<file path="src/rtl/zsc_pkg.sv">
`default_nettype none
package zsc_pkg;

  localparam int MAX_ZONES_DEFAULT = 1024;
  localparam int ZONE_W = 16;

  localparam logic CMD_ACCUM = 1'b0;
  localparam logic CMD_QUERY = 1'b1;

  localparam logic [1:0] ST_OK = 2'd0;
  localparam logic [1:0] ST_BELOW = 2'd1;
  localparam logic [1:0] ST_RANGE = 2'd2;
  localparam logic [1:0] ST_EMPTY = 2'd3;

  localparam logic CFG_LIMIT = 1'b0;
  localparam logic CFG_AREA = 1'b1;

  localparam logic [63:0] POS_MAX = 64'h7FFF_FFFF_FFFF_FFFF;
  localparam logic [63:0] NEG_MAX = 64'h8000_0000_0000_0000;

  typedef struct packed {
    logic              cmd;
    logic [1:0]        status;
    logic [ZONE_W-1:0] zone;
    logic [31:0]       value;
  } item_t;

  typedef struct packed {
    logic [1:0]  status;
    logic [31:0] count;
    logic [63:0] total;
    logic [63:0] average;
    logic [63:0] zone_vol;
    logic [63:0] grand_vol;
  } result_t;

  function automatic logic [63:0] sign_sat(input logic neg, input logic [63:0] mag,
                                           input logic ovf);
    logic [63:0] r;
    if (neg) begin
      r = (ovf || mag[63]) ? NEG_MAX : (64'd0 - mag);
    end else begin
      r = (ovf || mag[63]) ? POS_MAX : mag;
    end
    return r;
  endfunction

  function automatic logic [63:0] sat_add64(input logic [63:0] a, input logic [63:0] b);
    logic [63:0] s;
    s = a + b;
    if (a[63] == b[63] && s[63] != a[63]) begin
      s = a[63] ? NEG_MAX : POS_MAX;
    end
    return s;
  endfunction

  function automatic logic [63:0] area_volume(input logic neg, input logic [63:0] lo,
                                              input logic [63:0] hi);
    logic [64:0] s;
    logic        ovf;
    s = {1'b0, hi[31:0], 32'd0} + {1'b0, lo};
    ovf = (hi[63:32] != 32'd0) || s[64];
    return sign_sat(neg, s[63:0], ovf);
  endfunction

endpackage
`default_nettype wire

</file>
<file path="src/rtl/zsc_queue.sv">
`default_nettype none
module zsc_queue (
  input  wire logic      clk,
  input  wire logic      rst,
  input  wire logic      push,
  input  zsc_pkg::item_t din,
  output logic           full,
  input  wire logic      pop,
  output logic           valid,
  output zsc_pkg::item_t dout
);

  zsc_pkg::item_t ent [2];
  logic           wr_ptr;
  logic           rd_ptr;
  logic [1:0]     fill;

  assign full = (fill == 2'd2);
  assign valid = (fill != 2'd0);
  assign dout = ent[rd_ptr];

  always_ff @(posedge clk) begin
    if (push) begin
      ent[wr_ptr] <= din;
    end
  end

  always_ff @(posedge clk) begin
    if (rst) begin
      wr_ptr <= 1'b0;
      rd_ptr <= 1'b0;
      fill <= 2'd0;
    end else begin
      if (push) begin
        wr_ptr <= ~wr_ptr;
      end
      if (pop) begin
        rd_ptr <= ~rd_ptr;
      end
      if (push && !pop) begin
        fill <= fill + 2'd1;
      end else if (pop && !push) begin
        fill <= fill - 2'd1;
      end
    end
  end

endmodule
`default_nettype wire

</file>
<file path="config.mk">
export PLATFORM = sky130hd
export DESIGN_NAME = zsc_queue
export DESIGN_NICKNAME = d
export VERILOG_FILES = /design/src/rtl/zsc_pkg.sv /design/src/rtl/zsc_queue.sv
export SDC_FILE = /design/constraint.sdc
export NUM_CORES = 1
export LEC_CHECK = 0
export BUFFER_PORTS_ARGS = -buffer_cell sky130_fd_sc_hd__buf_4
export CORE_MARGIN = 2
export CORE_UTILIZATION = 47
export CTS_CLUSTER_DIAMETER = 40
export DETAILED_ROUTE_END_ITERATION = 12
export PLACE_DENSITY = 0.76
export RECOVER_POWER = 25
export SYNTH_ARGS = -nofsm -noshare
export SYNTH_HDL_FRONTEND = slang
export SYNTH_SLANG_ARGS = --single-unit
</file>
<file path="constraint.sdc">
create_clock -name clk -period 6.53 [get_ports clk]
set_clock_uncertainty 0.2 [all_clocks]
set_input_delay 0.3265 -clock clk [delete_from_list [all_inputs] [get_ports clk]]
set_output_delay 0.3265 -clock clk [all_outputs]
set_load 0.02 [all_outputs]
</file>
==> results.py <==
metrics = {
    "worst_setup_path": {
        "rr_worst_depth": 2,
        "worst-setup-path-type": "reg -> out",
        "critPathLaunchType": "flop",
        "cp.required_ps": 6000,
        "r2r-start": "wr_ptr",
        "worstPathMaxFanout": 27,
        "cp-end-kind": "output port",
        "reg2reg_to": "ent[1][13]",
        "crit_arrival_ps": 2110,
        "rrSetupSlack_ps": 4520,
    },
    "pwr": {
        "cellInternalPower_uw": 1070,
        "p_sw_share_pct": 25.2,
        "p_leak_uw": 0.00205,
        "power_uw": 1430,
        "p_sw_uw": 362,
        "p_seq_share_pct": 56.8,
        "vdd_ir_drop_max_mv": 0.154,
        "powerDensity_nw_per_um2": 261,
        "clkPwrFrac_pct": 26.4,
        "pwr-share-comb_pct": 16.8,
    },
    "logic_synthesis": {
        "synth_area_sq_um": 3880,
        "synth_ff_type": "edfxtp_1",
        "yosysWarnings": 0,
        "synth_edf_count": 102,
        "synth_common_cells": "edfxtp_1, mux2_2, dfxtp_1",
        "syn_inst": 181,
        "seq_area_frac_synth_pct": 81.4,
        "ys_top_cells_by_area": "edfxtp_1, mux2_2, dfxtp_1, buf_4, xnor2_1",
        "ys_seq_elements": 107,
        "synth_fp_nets": 237,
        "synthArstFlopShare_pct": 0,
        "yosysTopAreaCellShare_pct": 78.8,
        "yosys.area.top_type": "edfxtp_1",
        "avgSynthCellArea_sq_um": 21.5,
        "synth.distinct_cells": 17,
        "yosysMostFrequentCell": "edfxtp_1",
    },
    "timing": {
        "fin_tns_setup_ps": 0,
        "fin_crit_sh_pct": 40.4,
        "setup_viol": 0,
        "grt_setup_unrepaired": "no",
        "hold_ws_ps": 36.0,
        "maxSlewHeadroom_pct": 52.5,
        "worst_pin_slew_ps": 710,
        "fmax_ghz": 0.379,
        "min_period_ps": 2640,
        "maxSlewViolCount": 0,
        "hold_violations": 0,
    },
    "layout": {
        "nFillCells": 559,
        "post-route-util_pct": 67.8,
        "diodes": 0,
        "syn2layout_area_growth_pct": 41.3,
        "multi_input_area_sq_um": 689,
        "seq_area_sq_um": 3160,
        "nNetsFinal": 404,
        "drive_gt1_share_pct": 48.7,
    },
    "clock_network": {
        "clk_path_buf_depth": 2,
        "clkLatencyLatePin_ps": 360,
        "numCtsBuffers": 9,
        "path_clk_slew_ps": 100,
        "htreeDepth": 3,
        "cts_setup_buffers": 0,
        "clock-sinks": 107,
        "cts_resized": 0,
        "tritoncts": "built",
        "hold_buffers": 52,
        "cts_root_buffer": "clkbuf_8",
    },
    "detailed_routing": {
        "vias_per_cell": 4.70,
        "num_vias": 2153,
        "avgRoutedWirePerCell_microns": 15.2,
        "ant_nets": 0,
        "drc": 0,
        "wl_mm": 6.95,
        "drtIter0Drc": 72,
        "drtPass1Iterations": 4,
    },
    "run": {
        "max-cap-violations": 0,
    },
    "floorplan": {
        "pin_count": 108,
        "rows": 33,
        "start_util_pct": 48.0,
        "die_h_microns": 94.9,
        "dieArea_sq_um": 9010,
        "core_area_sq_um": 8090,
        "die_w_microns": 94.9,
    },
    "global_route": {
        "grt_max_degree": 28,
        "grt_util_all_layers_pct": 15.8,
        "grt_pass1_wl_mm": 10.4,
        "overflow": 0,
        "first_global_vias": 2196,
        "antenna_found_initial": 0,
    },
    "placement": {
        "io_buffers": 107,
        "gp_congestion": 0.738,
    },
    "worst_hold_path": {
        "hp-start": "pop",
        "min_delay_worst_endpoint": "rd_ptr",
        "hold_class": "in -> reg",
        "whs_path_depth": 3,
    },
    "status": {
        "status": "completed",
    },
}
-- registers in the layout, summed over array words and instances, names as in the netlist, named ones only --
signal  flops
ent       102
fill        2
rd_ptr      1
wr_ptr      1
-- cell families (layout without fill, tap and decap cells) --
group | count (synthesis) | in the layout | share of synthesized area (%)
simple gates | 9 | 9 | 1.26
compound gates | 2 | 2 | 0.257
xor+xnor | 4 | 4 | 0.902
flops | 107 | 107 | 81.4
fa+ha+maj | 1 | 1 | 0.322
buf+inv | 7 | 179 | 1.06
mux | 51 | 51 | 14.8
-- cells in the final DEF, fill, tap and decap left out, drive strengths merged --
master	instances
clkinvlp	1
clkbuf	43
ha	1
buf	76
o21ai	1
clkinv	2
and2	1
xor2	2
a21oi	1
or2	1
dlygate4sd3	52
mux2	51
nor2b	1
or3	1
dfxtp	5
xnor2	2
and2b	1
edfxtp	102
inv	5
nor2	4
-- cell type report --
type                            count  area share, %
Timing Repair Buffer              162           23.8
Inverter                            1         0.0684
Multi-Input combinational cell     67           12.6
Sequential cell                   107           57.6
Tap cell                          105           2.39
Clock buffer                        9           2.26
Clock inverter                      7           1.23
-- critical path: stages, from the launching register on --
cell and delay [ps]:
dfxtp_2 710, buf_4 460, mux2_2 410, buf_4 160
-- metal layers --
layer | track usage (%) | share of wire, % | vias to the layer above
met3 | 3.83 | 5.9 | 12
li1 | - | - | 1041
met4 | 7.37 | 1.8 | 0
met2 | 26.6 | 51 | 72
met1 | 19.3 | 42 | 1028
met5 | 0 | 0 | -
-- metrics by stage --
stage               cell area (sq um)  instances  setup WS (ps)
floorplan                        3880        181           3260
global placement                 4810        390           4250
detailed placement               4810        390           4260
CTS                              5530        458           3850
global route                     5490        458           3760
finish                           5490        458           3890
-- worst max path at each step --
stage,slack [ps],end,cells after the start,from
floorplan,3260,ent[0][0],1,wr_ptr
global placement,4250,dout[50],3,flop
detailed placement,4260,dout[35],3,flop
CTS,3850,dout[35],3,flop
global route,3760,dout[35],3,flop
finish,3890,dout[35],3,flop
-- power groups by stage --
stage / Clock, uW / Sequential [uW] / Combinational, uW
global route: 413 / 819 / 258
CTS: 389 / 815 / 246
global placement: 0 / 829 / 218
finish: 378 / 815 / 241
detailed placement: 0 / 831 / 220
floorplan: 0 / 823 / 127
(Power assumes the default switching activity.)
