$ cat config.mk
export PLATFORM = sky130hd
export DESIGN_NAME = zsc_front
export DESIGN_NICKNAME = d
export VERILOG_FILES = /design/src/rtl/zsc_pkg.sv /design/src/rtl/zsc_front.sv
export SDC_FILE = /design/constraint.sdc
export NUM_CORES = 1
export LEC_CHECK = 0
export BUFFER_PORTS_ARGS = -buffer_cell sky130_fd_sc_hd__buf_4
export CAP_MARGIN = 20
export CORE_ASPECT_RATIO = 1.2
export CORE_MARGIN = 2
export CORE_UTILIZATION = 29
export DETAILED_ROUTE_END_ITERATION = 12
export PLACE_DENSITY = 0.84
export REMOVE_ABC_BUFFERS = 1
export SYNTH_ARGS = -nofsm -noshare
export SYNTH_HDL_FRONTEND = slang
export SYNTH_SLANG_ARGS = --single-unit
$ cat constraint.sdc
create_clock -name vclk -period 2.08
set_input_delay 0.104 -clock vclk [all_inputs]
set_output_delay 0.104 -clock vclk [all_outputs]
set_load 0.05 [all_outputs]
$ cat src/rtl/zsc_pkg.sv
`default_nettype none
package zsc_pkg;

  localparam int MAX_ZONES_DEFAULT = 1024;
  localparam int ZONE_W = 16;

  localparam logic CMD_ACCUM = 1'b0;
  localparam logic CMD_QUERY = 1'b1;

  localparam logic [1:0] ST_OK = 2'd0;
  localparam logic [1:0] ST_BELOW = 2'd1;
  localparam logic [1:0] ST_RANGE = 2'd2;
  localparam logic [1:0] ST_EMPTY = 2'd3;

  localparam logic CFG_LIMIT = 1'b0;
  localparam logic CFG_AREA = 1'b1;

  localparam logic [63:0] POS_MAX = 64'h7FFF_FFFF_FFFF_FFFF;
  localparam logic [63:0] NEG_MAX = 64'h8000_0000_0000_0000;

  typedef struct packed {
    logic              cmd;
    logic [1:0]        status;
    logic [ZONE_W-1:0] zone;
    logic [31:0]       value;
  } item_t;

  typedef struct packed {
    logic [1:0]  status;
    logic [31:0] count;
    logic [63:0] total;
    logic [63:0] average;
    logic [63:0] zone_vol;
    logic [63:0] grand_vol;
  } result_t;

  function automatic logic [63:0] sign_sat(input logic neg, input logic [63:0] mag,
                                           input logic ovf);
    logic [63:0] r;
    if (neg) begin
      r = (ovf || mag[63]) ? NEG_MAX : (64'd0 - mag);
    end else begin
      r = (ovf || mag[63]) ? POS_MAX : mag;
    end
    return r;
  endfunction

  function automatic logic [63:0] sat_add64(input logic [63:0] a, input logic [63:0] b);
    logic [63:0] s;
    s = a + b;
    if (a[63] == b[63] && s[63] != a[63]) begin
      s = a[63] ? NEG_MAX : POS_MAX;
    end
    return s;
  endfunction

  function automatic logic [63:0] area_volume(input logic neg, input logic [63:0] lo,
                                              input logic [63:0] hi);
    logic [64:0] s;
    logic        ovf;
    s = {1'b0, hi[31:0], 32'd0} + {1'b0, lo};
    ovf = (hi[63:32] != 32'd0) || s[64];
    return sign_sat(neg, s[63:0], ovf);
  endfunction

endpackage
`default_nettype wire

$ cat src/rtl/zsc_front.sv
`default_nettype none
module zsc_front #(
  parameter int MAX_ZONES = zsc_pkg::MAX_ZONES_DEFAULT
) (
  input  wire logic           command,
  input  wire logic [31:0]    zone_label,
  input  wire logic [31:0]    data_value,
  input  wire logic [9:0]     category_limit,
  output zsc_pkg::item_t      item
);

  logic below;
  logic range_err;

  always_comb begin
    below = zone_label[31] || (zone_label == 32'd0);
    range_err = (zone_label > {22'd0, category_limit}) ||
                (zone_label >= 32'(MAX_ZONES));
    item.cmd = command;
    item.value = data_value;
    item.zone = '0;
    if (below) begin
      item.status = zsc_pkg::ST_BELOW;
    end else if (range_err) begin
      item.status = zsc_pkg::ST_RANGE;
    end else begin
      item.status = zsc_pkg::ST_OK;
      item.zone = zone_label[zsc_pkg::ZONE_W-1:0];
    end
  end

endmodule
`default_nettype wire

==> results of run 1 <==
## how the worst max path moves through the flow
stage | end | slack [ns] | from | cells after the start
4_1_cts | item[33] | 0.08 | zone_label[7] | 8
3_3_place_gp | item[33] | 0.09 | zone_label[5] | 8
6_report | item[37] | 0.0001 | zone_label[5] | 8
3_5_place_dp | item[33] | 0.08 | zone_label[5] | 8
5_1_grt | item[41] | -0.02 | category_limit[5] | 9
2_1_floorplan | item[33] | -0.33 | category_limit[5] | 7
## cell type report
type | instances | area share
Multi-Input combinational cell | 60 | 0.476
Timing Repair Buffer | 54 | 0.438
Tap cell | 33 | 0.0447
Inverter | 10 | 0.0406
## cell families (layout without fill, tap and decap cells)
logic type      after synthesis  after routing  share of synthesized area
simple gates                 31             31                      0.250
buf+inv                      51             64                      0.455
compound gates               12             13                      0.123
other cells                   1              6                    0.00500
fa+ha+maj                    10             10                      0.167
## cell usage in the layout (no fill, tap or decap), drive strengths merged, types with 2 or more instances in the layout
cell type	synthesis	final
a21oi	4	4
o21ai	2	2
nor4	7	7
nor3b	9	9
nand2	4	4
nor2	3	3
buf	40	54
conb	1	6
ha	10	10
a31oi	2	3
nand4	2	2
inv	10	10
## power groups by stage
stage | Sequential [mW] | Combinational (mW) | Clock [mW]
3_5_place_dp | 0 | 0.155 | 0
3_3_place_gp | 0 | 0.152 | 0
6_report | 0 | 0.160 | 0
5_1_grt | 0 | 0.173 | 0
2_1_floorplan | 0 | 0.0765 | 0
4_1_cts | 0 | 0.156 | 0
## metal layers
metal,track usage,routed length (um),vias up,part of all wire
met3,0.195,814,6,0.25
li1,-,-,355,-
met1,0.191,1040,334,0.32
met2,0.299,1350,92,0.42
met4,0,31,0,0.0096
met5,0,0,-,0
## stage by stage
step | worst slack, ns | utilization | power (mW) | hold WS [ns]
global route | -0.0245 | 0.370 | 0.173 | 0.208
finish | 0.000144 | 0.370 | 0.160 | 0.209
floorplan | -0.331 | - | 0.0765 | 0.208
detailed placement | 0.0797 | 0.365 | 0.155 | 0.209
CTS | 0.0807 | 0.365 | 0.156 | 0.209
global placement | 0.0905 | 0.365 | 0.152 | 0.209
==> reports/qor.yml, run 1 <==
logic_synthesis:
  synth_top_area_frac: 0.400
  synth_top_area_cell: "buf_4"
  yosysMostFrequentCell: "buf_4"
  synthesis.area_um2: 751
  syn_inst: 105
  synth.area.top_cells: "buf_4 (40%), ha_1 (17%), nor3b_1 (9.0%), nor4_1 (5.8%), inv_1 (5.0%)"
  avgSynthCellArea_um2: 7.15
  synth_common_cells: "buf_4 (40), ha_1 (10), inv_1 (10), nor3b_1 (9), nor4_1 (7)"
  yosysWarnings: 0
  seq_area_frac_synth: 0
  synth_cell_types: 24
global_route:
  grt_usage: 0.191
  grt_pass1_wl_um: 3970
  grt_pass1_vias: 652
  grt-ovfl-total: 0
  antenna_found_initial: 0
  grt_max_degree: 13
power_and_ir_drop:
  swShare: 0.504
  combPwrFrac: 1.000
  powerDensity_mw_per_mm2: 173
  switchingPower_mw: 0.0805
  power.share.clock: 0
  p_int_mw: 0.0791
  power_frac_seq: 0
  vdd_drop_max_mv: 0.0856
  p_leak_nw: 0.468
routing:
  final_antenna_net_count: 0
  firstDrtPassIters: 5
  wl_um: 3240
  avgViaCountPerCell: 5.01
  drtIter0Drc: 12
  wl_per_cell_um: 20.6
  num_vias: 787
  drc: 0
worst_setup_path:
  worstSetupPathType: "in2out"
  end_kind: "output port"
  cp_slowest_cell: "or3_1"
  critPathTopFamily: "compound AO/OA/AOI/OAI gates"
  crit_chain: "buf_4 > ha_1 > nand2_1 > or3_1 > a211o_2 > a31oi_2 > nor3b_1 > buf_4"
  required_ns: 1.98
  path_max_fanout: 5
  cp-start-kind: "input pin"
  critPathMostFrequentCell: "buf_4"
  worst_path_largest_cell_delay_ns: 0.41
  cp_num_buf_inv: 2
  arrival_ns: 1.98
flow_run:
  max-cap-violations: 0
hold_path:
  min_path_cells: 0
  hp-class: "in2out"
  min_from: "data_value[6]"
  min_to: "item[6]"
placement:
  dp.cells: 156
  dpl_cell_area_um2: 912
  numPortBuffers: 54
  dp_hpwl_um: 2850
  gp_congestion: 0.769
timing:
  setup-tns-final_ns: 0
  period_needed_ns: 2.08
  timing.final.crit_share: 1.00
  setup_viol: 0
  drv_slew: 0
  hold_viol: 0
  max_freq_mhz: 481
clocking:
  cts_resized: 0
  cts_setup_buffers: 0
  hold_buffers: 0
floorplanning:
  dieHeight_um: 59.7
  start_util: 0.300
  die_x_um: 50.4
  io_pins: 126
  design.die.area_mm2: 0.00301
  core_area_mm2: 0.00250
  rows: 20
final_layout:
  design_area_um2: 925
  syn_to_final_growth_pct: 23.2
  drive_above_1_share: 0.476
  fillers: 289
  antennaDiodeCount: 0
  design.seq.count: 0
  finalNetCount: 211
  multi_input_area_um2: 440
  register_area_um2: 0
  clockBufferCount: 0
  final_cells: 157
status:
  status: "completed"
(Power assumes the default switching activity.)
==> run 2: changes to the inputs <==
--- a/config.mk
+++ b/config.mk
@@ -7,7 +7,6 @@
 export LEC_CHECK = 0
 export BUFFER_PORTS_ARGS = -buffer_cell sky130_fd_sc_hd__buf_4
 export CAP_MARGIN = 20
-export CORE_ASPECT_RATIO = 1.2
 export CORE_MARGIN = 2
 export CORE_UTILIZATION = 29
 export DETAILED_ROUTE_END_ITERATION = 12
==> reports/qor.yml, run 2 (same netlist as run 1, synthesis figures left out) <==
worst_setup_path:
  cp-start-kind: "input pin"  # unchanged
  required_ns: 1.98  # about the same
  crit_chain: "buf_4 > ha_1 > nand2_1 > or3_1 > a211o_2 > a31oi_4 > nor3b_1 > buf_4"  # was buf_4 > ha_1 > nand2_1 > or3_1 > a211o_2 > a31oi_2 > nor3b_1 > buf_4
  end_kind: "output port"  # unchanged
  critPathMostFrequentCell: "buf_4"  # unchanged
  arrival_ns: 1.88  # was 1.98 ns
  path_max_fanout: 10  # was 5
  cp_slowest_cell: "or3_1"  # unchanged
  worstSetupPathType: "in2out"  # unchanged
  worst_path_largest_cell_delay_ns: 0.39  # was 0.41 ns
floorplanning:
  core_area_mm2: 0.00245  # was 0.00250 mm2
  die_x_um: 54.9  # was 50.4 um
  design.die.area_mm2: 0.00301  # about the same
  start_util: 0.306  # was 0.300
  io_pins: 126  # unchanged
  dieHeight_um: 54.9  # was 59.7 um
  rows: 18  # was 20
final_layout:
  design.seq.count: 0  # unchanged
  clockBufferCount: 0  # unchanged
  layout_commonest_cell: "buf_4"  # unchanged
  syn_to_final_growth_pct: 21.0  # was 23.2%
  finalNetCount: 210  # was 211
  layout_common_cells: "buf_4 (54), inv_1 (10), ha_1 (10)"  # unchanged
  drive_above_1_share: 0.472  # was 0.476
  register_area_um2: 0  # unchanged
  design_area_um2: 908  # was 925 um2
  fillers: 266  # was 289
  antennaDiodeCount: 0  # unchanged
clocking:
  cts_setup_buffers: 0  # unchanged
  cts_resized: 0  # unchanged
  hold_buffers: 0  # unchanged
routing:
  drtIter0Drc: 14  # was 12
  wl_um: 2770  # was 3240 um
  firstDrtPassIters: 6  # was 5
  final_antenna_net_count: 0  # unchanged
  drc: 0  # unchanged
  avgViaCountPerCell: 4.78  # was 5.01
  wl_per_cell_um: 18.1  # was 20.6 um
  num_vias: 732  # was 787
power_and_ir_drop:
  power.total_mw: 0.153  # was 0.160 mW
  vdd_drop_max_mv: 0.0970  # was 0.0856 mV
  powerDensity_mw_per_mm2: 169  # was 173 mW/mm2
  p_leak_nw: 0.466  # was 0.468 nW
global_route:
  grt_pass1_vias: 607  # was 652
  grt_usage: 0.172  # was 0.191
  grt-ovfl-total: 0  # unchanged
  antenna_found_initial: 0  # unchanged
  grt_max_degree: 13  # unchanged
  grt_pass1_wl_um: 3490  # was 3970 um
timing:
  period_needed_ns: 1.99  # was 2.08 ns
  rsz0062_at_grt: "false"
  hold_viol: 0  # unchanged
  fin_hold_ws_ns: 0.209  # about the same
  drv_slew: 0  # unchanged
  max_freq_mhz: 503  # was 481 MHz
  timing.final.crit_share: 0.955  # was 1.00
  setup_viol: 0  # unchanged
placement:
  numPortBuffers: 54  # unchanged
  dp_hpwl_um: 2490  # was 2850 um
  dpl_cell_area_um2: 908  # was 912 um2
  gp_congestion: 0.701  # was 0.769
flow_run:
  max-cap-violations: 0  # unchanged
hold_path:
  hp-class: "in2out"  # unchanged
status:
  status: "completed"  # unchanged
-- run 2: power breakdown --
part           leakage (nW)  switching, mW  internal, mW
combinational         0.466         0.0755        0.0777
clock                     0              0             0
sequential                0              0             0
total                 0.466         0.0755        0.0777
-- run 2: path summary, 6_finish.rpt --
kind     startpoint  endpoint  slack (ns)  cells after the start
max   zone_label[5]  item[40]        0.09                      8
min   data_value[0]   item[0]        0.21                      0
-- run 2: metrics by stage --
| stage | worst slack, ns | util | setup TNS, ns | instances |
|---|---|---|---|---|
| 2_1_floorplan | -0.331 | - | -3.18 | 69 |
| 3_3_place_gp | 0.103 | 0.370 | 0 | 153 |
| 3_5_place_dp | 0.0981 | 0.370 | 0 | 153 |
| 4_1_cts | 0.0971 | 0.370 | 0 | 153 |
| 5_1_grt | 0.0193 | 0.370 | 0 | 153 |
| 6_report | 0.0936 | 0.370 | 0 | 153 |
-- run 2: routing by layer --
metal	vias to the layer above	track usage	wire length, um
met5	-	0	0
met4	0	0	0
met3	0	0.210	804
met2	76	0.175	882
met1	303	0.228	1080
li1	353	-	-
-- run 2: worst max-delay path, delay by kind of cell --
family	cells	cell delay, ns
AO/OA/AOI/OAI	2	0.61
AND/OR/NAND/NOR	3	0.55
buffers and inverters	2	0.32
adder cells (fa/ha/maj)	1	0.28
-- run 2: final cells by class --
class | count | area [um2] | area share
well taps | 30 | 37.5 | 0.0413
repair buffers | 54 | 405 | 0.446
inverters | 10 | 37.5 | 0.0413
multi-input cells | 59 | 428 | 0.471
